File: config.mk
export PLATFORM = sky130hd
export DESIGN_NAME = hex_ring_range_set
export DESIGN_NICKNAME = d
export VERILOG_FILES = /design/src/rtl/hrrs_pkg.sv /design/src/rtl/hrrs_ctrl.sv /design/src/rtl/hrrs_dpath.sv /design/src/rtl/hex_ring_range_set.sv
export SDC_FILE = /design/constraint.sdc
export NUM_CORES = 1
export LEC_CHECK = 0
export BUFFER_PORTS_ARGS = -buffer_cell sky130_fd_sc_hd__buf_2
export CAP_MARGIN = 10
export CELL_PAD_IN_SITES_DETAIL_PLACEMENT = 1
export CELL_PAD_IN_SITES_GLOBAL_PLACEMENT = 1
export CORE_MARGIN = 10
export CORE_UTILIZATION = 55
export CTS_BUF_LIST = sky130_fd_sc_hd__clkbuf_4
export DETAILED_ROUTE_END_ITERATION = 16
export PLACE_DENSITY_LB_ADDON = 0.1
export SETUP_SLACK_MARGIN = 0.15
export SYNTH_ARGS = -nofsm -noshare
export SYNTH_HDL_FRONTEND = slang
export SYNTH_SLANG_ARGS = --single-unit
File: constraint.sdc
create_clock -name clk -period 14.5 [get_ports clk]
set_input_delay 0 -clock clk [delete_from_list [all_inputs] [get_ports clk]]
set_output_delay 0 -clock clk [all_outputs]
set_load 0.02 [all_outputs]
File: src/rtl/hrrs_pkg.sv
`timescale 1ns / 1ps
`default_nettype none
// ----------------------------------------------------------------------------
// hrrs_pkg
// Shared types, grid constants and hex stepping helpers for the ring range set.
// ----------------------------------------------------------------------------
package hrrs_pkg;

  localparam int GRID_WIDTH  = 17;
  localparam int GRID_HEIGHT = 11;
  localparam int MAX_DIST    = 4;
  localparam int CELL_COUNT  = GRID_WIDTH * GRID_HEIGHT;

  localparam int IDX_W   = 8;   // cell index field width
  localparam int DIST_W  = 3;
  localparam int DIR_W   = 3;
  localparam int COORD_W = 7;   // signed, covers walks that leave the grid

  // row = (index * RECIP) >> RECIP_SHIFT, exact for every 8-bit index
  localparam int RECIP_SHIFT = 16;
  localparam int RECIP       = (2 ** RECIP_SHIFT + GRID_WIDTH - 1) / GRID_WIDTH;
  localparam int PROD_W      = IDX_W + RECIP_SHIFT;

  typedef logic signed [COORD_W-1:0] coord_t;

  localparam coord_t GRID_W_CO = coord_t'(GRID_WIDTH);
  localparam coord_t GRID_H_CO = coord_t'(GRID_HEIGHT);
  localparam logic [IDX_W-1:0] GRID_W_IDX = IDX_W'(GRID_WIDTH);
  localparam logic [IDX_W-1:0] CELL_END   = IDX_W'(CELL_COUNT);
  localparam logic [DIST_W-1:0] MAX_DIST_D = DIST_W'(MAX_DIST);

  localparam logic [DIR_W-1:0] DIR_UP_LEFT    = 3'd0;
  localparam logic [DIR_W-1:0] DIR_UP_RIGHT   = 3'd1;
  localparam logic [DIR_W-1:0] DIR_RIGHT      = 3'd2;
  localparam logic [DIR_W-1:0] DIR_DOWN_RIGHT = 3'd3;
  localparam logic [DIR_W-1:0] DIR_DOWN_LEFT  = 3'd4;
  localparam logic [DIR_W-1:0] DIR_LEFT       = 3'd5;
  localparam int NUM_DIRS = 6;

  typedef struct packed {
    coord_t x;
    coord_t y;
  } point_t;

  typedef struct packed {
    logic [IDX_W-1:0]  center_cell;
    logic [DIST_W-1:0] dist_low;
    logic [DIST_W-1:0] dist_high;
  } req_item_t;

  typedef struct packed {
    logic [IDX_W-1:0] cell_index;
    logic             last_cell;
    logic             none_found;
  } rsp_item_t;

  typedef struct packed {
    logic clear_en;
    logic load;
    logic div_en;
    logic init_en;
    logic corner_en;
    logic walk_en;
    logic scan_en;
    logic flush_en;
  } cmd_t;

  typedef struct packed {
    logic clear_last;
    logic high_zero;
    logic keep_next;
    logic last_ring_next;
    logic last_ring;
    logic walk_last;
    logic scan_done;
    logic flush_ok;
  } status_t;

  // One step on the offset-row grid; odd rows sit half a cell to the left.
  // Bit 0 of a two's complement row marks odd rows, negative ones included.
  function automatic point_t step_dir(input point_t p, input logic [DIR_W-1:0] dir);
    point_t q;
    logic   odd;
    q   = p;
    odd = p.y[0];
    case (dir)
      DIR_UP_LEFT: begin
        q.x = odd ? p.x - coord_t'(1) : p.x;
        q.y = p.y - coord_t'(1);
      end
      DIR_UP_RIGHT: begin
        q.x = odd ? p.x : p.x + coord_t'(1);
        q.y = p.y - coord_t'(1);
      end
      DIR_RIGHT: begin
        q.x = p.x + coord_t'(1);
      end
      DIR_DOWN_RIGHT: begin
        q.x = odd ? p.x : p.x + coord_t'(1);
        q.y = p.y + coord_t'(1);
      end
      DIR_DOWN_LEFT: begin
        q.x = odd ? p.x - coord_t'(1) : p.x;
        q.y = p.y + coord_t'(1);
      end
      default: begin
        q.x = p.x - coord_t'(1);
      end
    endcase
    return q;
  endfunction

  // Direction of the side that leaves corner v: (v + 2) mod 6
  function automatic logic [DIR_W-1:0] side_dir(input logic [DIR_W-1:0] v);
    logic [DIR_W-1:0] d;
    case (v)
      DIR_UP_LEFT:    d = DIR_RIGHT;
      DIR_UP_RIGHT:   d = DIR_DOWN_RIGHT;
      DIR_RIGHT:      d = DIR_DOWN_LEFT;
      DIR_DOWN_RIGHT: d = DIR_LEFT;
      DIR_DOWN_LEFT:  d = DIR_UP_LEFT;
      default:        d = DIR_UP_RIGHT;
    endcase
    return d;
  endfunction

endpackage
`default_nettype wire

File: src/rtl/hrrs_ctrl.sv
`timescale 1ns / 1ps
`default_nettype none
// ----------------------------------------------------------------------------
// hrrs_ctrl
// Sequencer: bitmap clear after reset, request setup, ring walk, scan, flush.
// ----------------------------------------------------------------------------
module hrrs_ctrl (
  input  wire               clk,
  input  wire               rst,
  input  wire               req_valid,
  output logic              req_ready,
  input  hrrs_pkg::status_t status,
  output hrrs_pkg::cmd_t    cmd
);
  import hrrs_pkg::*;

  typedef enum logic [7:0] {
    S_CLEAR  = 8'b0000_0001,
    S_IDLE   = 8'b0000_0010,
    S_DIV    = 8'b0000_0100,
    S_INIT   = 8'b0000_1000,
    S_CORNER = 8'b0001_0000,
    S_WALK   = 8'b0010_0000,
    S_SCAN   = 8'b0100_0000,
    S_FLUSH  = 8'b1000_0000
  } state_t;

  state_t state, state_next;

  always_ff @(posedge clk) begin
    if (rst) begin
      state <= S_CLEAR;
    end else begin
      state <= state_next;
    end
  end

  assign req_ready = (state == S_IDLE);

  always_comb begin
    state_next = state;
    cmd        = '0;
    case (state)
      S_CLEAR: begin
        cmd.clear_en = 1'b1;
        if (status.clear_last) state_next = S_IDLE;
      end
      S_IDLE: begin
        if (req_valid) begin
          cmd.load   = 1'b1;
          state_next = S_DIV;
        end
      end
      S_DIV: begin
        cmd.div_en = 1'b1;
        state_next = S_INIT;
      end
      S_INIT: begin
        cmd.init_en = 1'b1;
        state_next  = status.high_zero ? S_SCAN : S_CORNER;
      end
      S_CORNER: begin
        cmd.corner_en = 1'b1;
        if (status.keep_next) begin
          state_next = S_WALK;
        end else if (status.last_ring_next) begin
          state_next = S_SCAN;
        end
      end
      S_WALK: begin
        cmd.walk_en = 1'b1;
        if (status.walk_last) state_next = status.last_ring ? S_SCAN : S_CORNER;
      end
      S_SCAN: begin
        cmd.scan_en = 1'b1;
        if (status.scan_done) state_next = S_FLUSH;
      end
      S_FLUSH: begin
        cmd.flush_en = 1'b1;
        if (status.flush_ok) state_next = S_IDLE;
      end
      default: begin
        state_next = S_CLEAR;
      end
    endcase
  end

endmodule
`default_nettype wire

File: src/rtl/hrrs_dpath.sv
`timescale 1ns / 1ps
`default_nettype none
// ----------------------------------------------------------------------------
// hrrs_dpath
// Corner and walk registers, mark bitmap, ordered scan and result register.
// ----------------------------------------------------------------------------
module hrrs_dpath (
  input  wire                 clk,
  input  wire                 rst,
  input  hrrs_pkg::cmd_t      cmd,
  output hrrs_pkg::status_t   status,
  input  hrrs_pkg::req_item_t req_data,
  output logic                rsp_valid,
  input  wire                 rsp_ready,
  output hrrs_pkg::rsp_item_t rsp_data
);
  import hrrs_pkg::*;

  logic [IDX_W-1:0]  center_q;
  logic [DIST_W-1:0] low_q;
  logic [DIST_W-1:0] high_q;
  coord_t            row_q;
  point_t            corners [NUM_DIRS];
  point_t            pt;
  logic [DIST_W-1:0] r_q;
  logic [DIR_W-1:0]  v_q;
  logic [DIST_W-1:0] h_q;

  logic [IDX_W-1:0]  addr;
  logic              rd_valid;
  logic              rd_mark;
  logic [IDX_W-1:0]  rd_idx;
  logic              pend_valid;
  logic [IDX_W-1:0]  pend_idx;

  logic              mark_mem [CELL_COUNT];

  logic [PROD_W-1:0] row_prod;
  logic [IDX_W-1:0]  col_val;
  point_t            center_pt;
  logic              side_end;
  logic [DIR_W-1:0]  v_nx;
  logic              on_grid;
  logic [IDX_W-1:0]  walk_idx;
  logic              issue;
  logic              absorb;
  logic              load_scan;
  logic              load_flush;
  logic              rsp_full_next;
  logic              mem_we;
  logic [IDX_W-1:0]  mem_wa;
  logic              mem_wd;

  assign row_prod    = PROD_W'(center_q) * PROD_W'(RECIP);
  assign col_val     = center_q - IDX_W'(IDX_W'($unsigned(row_q)) * GRID_W_IDX);
  assign center_pt.x = coord_t'(col_val);
  assign center_pt.y = row_q;

  assign side_end = (h_q == r_q - DIST_W'(1));
  assign v_nx     = (v_q == DIR_LEFT) ? DIR_UP_LEFT : v_q + DIR_W'(1);
  assign on_grid  = (pt.x >= coord_t'(0)) && (pt.x < GRID_W_CO) &&
                    (pt.y >= coord_t'(0)) && (pt.y < GRID_H_CO);
  assign walk_idx = IDX_W'($unsigned(pt.x)) +
                    IDX_W'(IDX_W'($unsigned(pt.y)) * GRID_W_IDX);

  // scan pipeline: a read is issued only when the result register is free
  // next cycle, so a mark that arrives can always be taken
  assign absorb        = rd_valid && rd_mark;
  assign load_scan     = absorb && pend_valid;
  assign load_flush    = cmd.flush_en && (!rsp_valid || rsp_ready);
  assign rsp_full_next = load_scan || (rsp_valid && !rsp_ready);
  assign issue         = cmd.scan_en && (addr != CELL_END) && !rsp_full_next;

  assign status.clear_last     = (addr == CELL_END - IDX_W'(1));
  assign status.high_zero      = (high_q == '0);
  assign status.keep_next      = ((r_q + DIST_W'(1)) >= low_q);
  assign status.last_ring_next = ((r_q + DIST_W'(1)) == high_q);
  assign status.last_ring      = (r_q == high_q);
  assign status.walk_last      = (v_q == DIR_LEFT) && side_end;
  assign status.scan_done      = (addr == CELL_END) && !rd_valid;
  assign status.flush_ok       = !rsp_valid || rsp_ready;

  always_comb begin
    mem_we = 1'b0;
    mem_wa = addr;
    mem_wd = 1'b0;
    if (cmd.clear_en) begin
      mem_we = 1'b1;
    end else if (cmd.init_en) begin
      mem_we = (low_q == '0) && (center_q < CELL_END);
      mem_wa = center_q;
      mem_wd = 1'b1;
    end else if (cmd.walk_en) begin
      mem_we = on_grid;
      mem_wa = walk_idx;
      mem_wd = 1'b1;
    end else if (issue) begin
      mem_we = 1'b1;  // read and clear, ready for the next request
    end
  end

  always_ff @(posedge clk) begin
    if (mem_we) mark_mem[mem_wa] <= mem_wd;
    if (issue) begin
      rd_mark <= mark_mem[addr];
      rd_idx  <= addr;
    end
  end

  always_ff @(posedge clk) begin
    if (cmd.load) begin
      center_q <= req_data.center_cell;
      low_q    <= req_data.dist_low;
      high_q   <= (req_data.dist_high > MAX_DIST_D) ? MAX_DIST_D : req_data.dist_high;
    end
    if (cmd.div_en) row_q <= coord_t'(row_prod[PROD_W-1:RECIP_SHIFT]);
    if (cmd.init_en) begin
      for (int i = 0; i < NUM_DIRS; i++) corners[i] <= center_pt;
      r_q <= '0;
    end
    if (cmd.corner_en) begin
      for (int i = 0; i < NUM_DIRS; i++) corners[i] <= step_dir(corners[i], DIR_W'(i));
      r_q <= r_q + DIST_W'(1);
      pt  <= step_dir(corners[0], DIR_UP_LEFT);
      v_q <= DIR_UP_LEFT;
      h_q <= '0;
    end
    if (cmd.walk_en) begin
      if (side_end) begin
        h_q <= '0;
        v_q <= v_nx;
        pt  <= corners[v_nx];
      end else begin
        h_q <= h_q + DIST_W'(1);
        pt  <= step_dir(pt, side_dir(v_q));
      end
    end
    if (absorb) pend_idx <= rd_idx;
    if (load_scan) begin
      rsp_data <= '{cell_index: pend_idx, last_cell: 1'b0, none_found: 1'b0};
    end else if (load_flush) begin
      if (pend_valid) begin
        rsp_data <= '{cell_index: pend_idx, last_cell: 1'b1, none_found: 1'b0};
      end else begin
        rsp_data <= '{cell_index: '0, last_cell: 1'b1, none_found: 1'b1};
      end
    end
  end

  always_ff @(posedge clk) begin
    if (rst) begin
      addr       <= '0;
      rd_valid   <= 1'b0;
      pend_valid <= 1'b0;
      rsp_valid  <= 1'b0;
    end else begin
      rd_valid <= issue;
      if (cmd.init_en) begin
        addr       <= '0;
        pend_valid <= 1'b0;
      end else if (cmd.clear_en) begin
        addr <= status.clear_last ? '0 : addr + IDX_W'(1);
      end else if (issue) begin
        addr <= addr + IDX_W'(1);
      end
      if (absorb) pend_valid <= 1'b1;
      if (load_scan || load_flush) begin
        rsp_valid <= 1'b1;
      end else if (rsp_ready) begin
        rsp_valid <= 1'b0;
      end
    end
  end

endmodule
`default_nettype wire

File: src/rtl/hex_ring_range_set.sv
`timescale 1ns / 1ps
`default_nettype none
// Sequence: after the accepting edge, two setup states (divide, init), then, unless the
//   upper distance is zero, one corner state per ring plus a walk of 6*r cells per kept
//   ring, then a scan of every cell that stalls while the result register is busy, 1 flush.
// Requests: one at a time, the next accepted the cycle after the flush; rsp_ready stalls
//   lengthen the scan and the flush.
// Reset: bitmap clear sweep over every cell after rst, req_ready low until it ends.
// ----------------------------------------------------------------------------
// hex_ring_range_set
// Emits in index order every grid cell in a ring distance band around a centre.
// ----------------------------------------------------------------------------
module hex_ring_range_set (
  input  wire                 clk,
  input  wire                 rst,
  input  wire                 req_valid,
  output logic                req_ready,
  input  hrrs_pkg::req_item_t req_data,
  output logic                rsp_valid,
  input  wire                 rsp_ready,
  output hrrs_pkg::rsp_item_t rsp_data
);
  import hrrs_pkg::*;

  cmd_t    cmd;
  status_t status;

  hrrs_ctrl u_ctrl (
    .clk       (clk),
    .rst       (rst),
    .req_valid (req_valid),
    .req_ready (req_ready),
    .status    (status),
    .cmd       (cmd)
  );

  hrrs_dpath u_dpath (
    .clk       (clk),
    .rst       (rst),
    .cmd       (cmd),
    .status    (status),
    .req_data  (req_data),
    .rsp_valid (rsp_valid),
    .rsp_ready (rsp_ready),
    .rsp_data  (rsp_data)
  );

endmodule
`default_nettype wire
[After elaboration in Yosys (flattened, before gate mapping)]
Memory sizes are Yosys's and may differ from the RTL's. A register that Yosys moved wholly into a read port is not among the register bits.
Index checks and enable logic that the tools add are counted.
Operators by class
  muxes and demuxes: 79
  equal/unequal tests: 32
  div/mod/pow operators: 0
  reduce and logical (&&, ||, !) cells: 37
  multipliers: 3
  shifts and indexed selects: 0
  add/sub/neg operators: 21
  magnitude comparators: 7
  bitwise logic cells: 6
Operator list (count)
  $mux W14: 12
  $mux W8: 13
  $mux W7: 10
  $pmux W8 S8: 1
  $add A7 B2 Y7 const B: 7
  $sub A7 B2 Y7 const B: 7
  $mux W3: 11
  $mux W10: 3
  $mux W1: 26
  $eq A8 B8 Y1 const B: 3
  $pmux W7 S3: 1
  $mul A8 B8 Y16 const B: 1
  $pmux W3 S5: 1
  $ge A7 B1 Y1 const B: 2
  $pmux W7 S2: 1
  $eq A3 B2 Y1 const B: 4
  $logic_and A1 B1 Y1: 12
  $logic_not A3 Y1: 4
  $reduce_bool A2 Y1: 6
  $reduce_or A2 Y1: 5
  $add A3 B1 Y3 const B: 3
  $eq A3 B3 Y1: 3
  $eq A3 B3 Y1 const B: 3
  $add A7 B8 Y8: 1
  other kinds (31): 45
Word-level totals
  latch bits: 0
  flip-flop bits (word level): 86
  word-level logic and storage cells: 206
  RAM bits: 271
  bits in read-only memories: 0
  memories kept: 2
  input bits: 18
Memories
  u_dpath.mark_mem: words 187, width 1, read ports 1, clocked after memory_dff 1, wr ports 1, line hrrs_dpath.sv:36  | logic mark_mem [CELL_COUNT];
  u_dpath.corners: words 6, width 14, read ports 7, clocked after memory_dff 0, wr ports 6, line hrrs_dpath.sv:23  | point_t corners [NUM_DIRS];

[Longest topological paths before layout]
  depth after elaboration: 11
  mapped depth: 15
  depth with buffers taken out: 14

[Modules after synthesis]
A second synthesis with hierarchy kept.
Unflattened totals
  cells, all modules: 1560
  area total of the unflattened synthesis: 18793.0 um^2
By module, submodules not included
  hrrs_dpath: cells an instance 1493, seq. area each 10049.6 um^2, times used 1, area each 18261.3 um^2
  hrrs_ctrl: cells an instance 67, seq. area each 160.2 um^2, times used 1, area each 531.8 um^2

[Least setup slack after synthesis]
OpenSTA, ideal clock, no wires.
  kind: register to register
  from: register u_ctrl.state[2]
  to: memory u_dpath.mark_mem[115], enable pin
  data required time: 14.246 ns
  buffers on the path: 3
  data arrival time: 4.833 ns
  setup time: 0.254 ns
  slack: 9.413 ns
  stages on the path, launching flop included: 13
  cell sequence: dfxtp_1 or4_1 or4_1 buf_6 clkinv_8 nor2_2 inv_1 o21ai_0 nand2b_1 or2_2 clkbuf_1 clkbuf_1 nor2_1
On the way
  longest elaborated chain between the ends: 10
Ends and longest elaborated chain
  from (decl): line hrrs_ctrl.sv:28  | state_t state, state_next;
  from (signal assigned): line hrrs_ctrl.sv:34  | state <= state_next;
  $eq A8 B7 Y1: line hrrs_ctrl.sv:43  | case (state)
  $mux W1: line hrrs_ctrl.sv:43
  $logic_and A1 B1 Y1 (2 in series): line hrrs_dpath.sv:72  | assign issue = cmd.scan_en && (addr != CELL_END) && !rsp_full_next;
  $mux W1: line hrrs_dpath.sv:97  | end else if (issue) begin
  $mux W1: line hrrs_dpath.sv:93  | end else if (cmd.walk_en) begin
  $mux W1: line hrrs_dpath.sv:89  | end else if (cmd.init_en) begin
  $mux W1: line hrrs_dpath.sv:87  | if (cmd.clear_en) begin
  $mux W1: line hrrs_dpath.sv:103  | if (mem_we) mark_mem[mem_wa] <= mem_wd;
  $mux W1 (implied by the code): line hrrs_dpath.sv:103
  to (decl): line hrrs_dpath.sv:36
Several ways; a longest one is shown, not always the timed one.

[Worst setup path in the final report]
  from: register u_ctrl.state[2]
  to: memory u_dpath.mark_mem[146], enable pin
The elaborated chain is that of the path after synthesis.

==> flow_metrics.tcl <==
set metrics [dict create \
    path_buf_inv 2 \
    synthesis.nets 1691 \
    drc 0 \
    avgSynthCellArea_um2 11.9 \
    p_per_area_nw_per_um2 104 \
    path_cells "or4_1 -> or4_1 -> clkinv_8 -> nor2_2 -> inv_4 -> nor2_1 -> nor4_1 -> nand2_1 -> nor2_1" \
    core_area_um2 33400 \
    yosysWarnings 0 \
    area_growth_pct 11.5 \
    setup_viol 0 \
    cts_tree "built" \
    fin_hold_ws_ns 0.117 \
    ios 30 \
    critical-path-top-delay-family "simple AND/OR/NAND/NOR gates" \
    slew_viol_final 0 \
    cp_slowest_cell "nor4_1" \
    die_y_um 204 \
    grt_pass1_vias 14200 \
    finalSetupTns_ns 0 \
    fmax_mhz 228 \
    cts_root_buf "clkbuf_4" \
    slew_headroom_pct 30.5 \
    r2r_slack_ns 10.12 \
    yosysSeqAreaShare_pct 54.9 \
    grt_pass1_wl_um 78600 \
    peakVddDrop_mv 0.0732 \
    vias_per_cell 5.97 \
    fp.dieW_um 204 \
    grt.total_usage_pct 24.2 \
    vias 13000 \
    htreeDepth 3 \
    cts_max_path_buffers 3 \
    synth_area_leaders "edfxtp_1 (52%), mux4_2 (6.5%), ha_1 (6.2%)" \
    netlist_area_um2 18600 \
    fin_skew_ns 0.0391 \
    synth_cell_types 65 \
    min_from "rst" \
    antenna_found_initial 3 \
    fin_nets 1796 \
    hold_class "primary input to register" \
    ant_nets 0 \
    hold_viol_final 0 \
    portBuffers 29 \
    dieArea_um2 41600 \
    critPathRequiredTime_ns 14.98 \
    worstPathMaxFanout 98 \
    dr.pass1.iters 5 \
    cts_resized 0 \
    ys_top_cells_by_count "edfxtp_1 (324), nor2_1 (272), ha_1 (92)" \
    yosysMostFrequentCell "edfxtp_1" \
    drt_iter0_markers 805 \
    synth_edf_count 324 \
    ys_ff_latch 348 \
    final.period_utilization_pct 30.2 \
    async_reset_ff_share_pct 0 \
    syn_inst 1560 \
    rows 67 \
    criticalPathCategory "register to register" \
    wl_per_cell_um 22.7 \
    status "finished clean" \
    period_needed_ns 4.38 \
    crit_path_max_incr_delay_ns 0.84 \
    path_clk_slew_ns 0.06 \
    dpl.hpwl_um 32300 \
    yosys.area.top_type "edfxtp_1" \
    arrival_ns 4.86 \
    p_leak_nw 7.56 \
    rsz0062_at_grt "no" \
    drv_cap 0 \
    insertion_delay_ns 0.79 \
    cp-startpoint "u_ctrl.state[2]" \
    worstSetupEndpointType "register" \
    cts_sinks 348 \
    synthFlopType "edfxtp_1" \
    start_kind "register" \
    wl_um 49500 \
    grt_remaining_overflow 0 \
    drive_gt1_share_pct 15.8 \
    synthDominantCellAreaShare_pct 52.3 \
    r2r-start "u_ctrl.state[2]" \
    tightest_slew_ns 1.04 \
    cts_buffers 93 \
    initial_core_util_pct 55.6 \
    gp_congestion 0.831 \
    grt_max_degree 99 \
]
-- worst register-to-register path, cell delays in order, from the launching register on --
cell      delay, ns
dfxtp_1        0.34
or4_1          0.51
or4_1          0.54
clkinv_8       0.18
nor2_2         0.10
inv_4          0.65
nor2_1         0.21
nor4_1         0.84
nand2_1        0.43
nor2_1         0.25
-- metrics by stage --
stage / util (%) / area, µm² / total power, W / setup slack [ns] / cells
after floorplan: - / 18600 / 0.00122 / 9.41 / 1560
after global placement: 57.4 / 19200 / 0.00128 / 10.20 / 1985
after detailed placement: 57.4 / 19200 / 0.00128 / 10.13 / 1985
after CTS: 62.0 / 20700 / 0.00217 / 10.10 / 2181
after global routing: 62.0 / 20700 / 0.00225 / 9.79 / 2184
final: 62.0 / 20800 / 0.00216 / 10.12 / 2185
-- where the power goes --
group / switching, W / internal, W
Combinational: 0.000113 / 0.0000583
Sequential: 0.00000411 / 0.00109
Clock: 0.000415 / 0.000477
-- per-layer routing --
metal	up-vias	wire, µm	GRT usage [%]	part of all wire [%]
li1	5948	-	-	-
met1	6634	20900	31.2	42
met2	383	24200	39.0	49
met3	83	3320	6.37	6.7
met4	0	1050	8.15	2.1
met5	-	0	0	0
-- cell families after synthesis --
family | Yosys count | synth area share [%]
AOI/OAI and AO/OA | 235 | 7.79
xor gates and xnor gates | 96 | 4.52
adders and majority gates | 114 | 8.50
buffers and inverters | 154 | 3.24
DFF | 348 | 54.9
muxes | 87 | 8.32
and+or+nand+nor | 526 | 12.8
-- flip-flops by register name (all words and copies together) (netlist names) --
signal	cells
u_ctrl.state	8
u_dpath.addr	8
u_dpath.center_q	8
u_dpath.corners	74
u_dpath.h_q	3
u_dpath.high_q	3
u_dpath.low_q	3
u_dpath.mark_mem	187
u_dpath.pend_idx	8
u_dpath.pend_valid	1
u_dpath.pt	14
u_dpath.r_q	3
u_dpath.rd_idx	8
u_dpath.rd_mark	1
u_dpath.rd_valid	1
u_dpath.row_q	4
u_dpath.rsp_data	10
u_dpath.rsp_valid	1
u_dpath.v_q	3
-- cell usage in the layout, fill, tap and decap left out, drive strengths merged, types with 5 or more instances in the layout --
| master | synthesis | layout |
|---|---|---|
| a31oi | 9 | 9 |
| nor2 | 273 | 273 |
| and2 | 9 | 9 |
| nand2 | 79 | 79 |
| or2 | 5 | 5 |
| or3 | 9 | 9 |
| nand3 | 30 | 30 |
| dlygate4sd3 | 0 | 33 |
| nor3b | 6 | 6 |
| nor3 | 24 | 24 |
| clkbuf | 57 | 148 |
| o211ai | 7 | 7 |
| mux4 | 54 | 54 |
| a22oi | 7 | 7 |
| o22ai | 15 | 15 |
| mux2i | 31 | 31 |
| dfxtp | 24 | 24 |
| and3 | 23 | 23 |
| buf | 17 | 51 |
| ha | 92 | 92 |
| fa | 21 | 21 |
| a21oi | 83 | 83 |
| nand2b | 29 | 29 |
| a21o | 8 | 8 |
| a211oi | 16 | 16 |
| xor2 | 33 | 33 |
| xnor2 | 63 | 63 |
| clkinv | 1 | 11 |
| o21ai | 47 | 47 |
| edfxtp | 324 | 324 |
| inv | 79 | 79 |
| nor2b | 17 | 17 |
| nor4 | 7 | 7 |
-- timing repair --
item,4_1_cts,5_1_grt
hold buffers,33,0
endpoints found under the hold margin,45,0
endpoints found under the setup margin,0,0
setup buffers,0,0
-- path summary, 6_finish.rpt --
| path | depth (start not counted) | end |
|---|---|---|
| setup / recovery | 9 | u_dpath.mark_mem[146] |
| hold / removal | 3 | u_ctrl.state[5] |
| setup reg to reg | 9 | u_dpath.mark_mem[146] |
| hold reg to reg | 0 | u_dpath.pend_idx[2] |
-- final cells by class --
class	count	area (µm²)
sequential	348	10200
fill	3422	12700
tap	448	561
clock buffer	148	1110
inverter	80	315
timing repair buffer	84	641
multi-input combinational	1058	7800
clock inverter	15	97.6
antenna	4	10.0
Power figures use the tool's default switching activity.
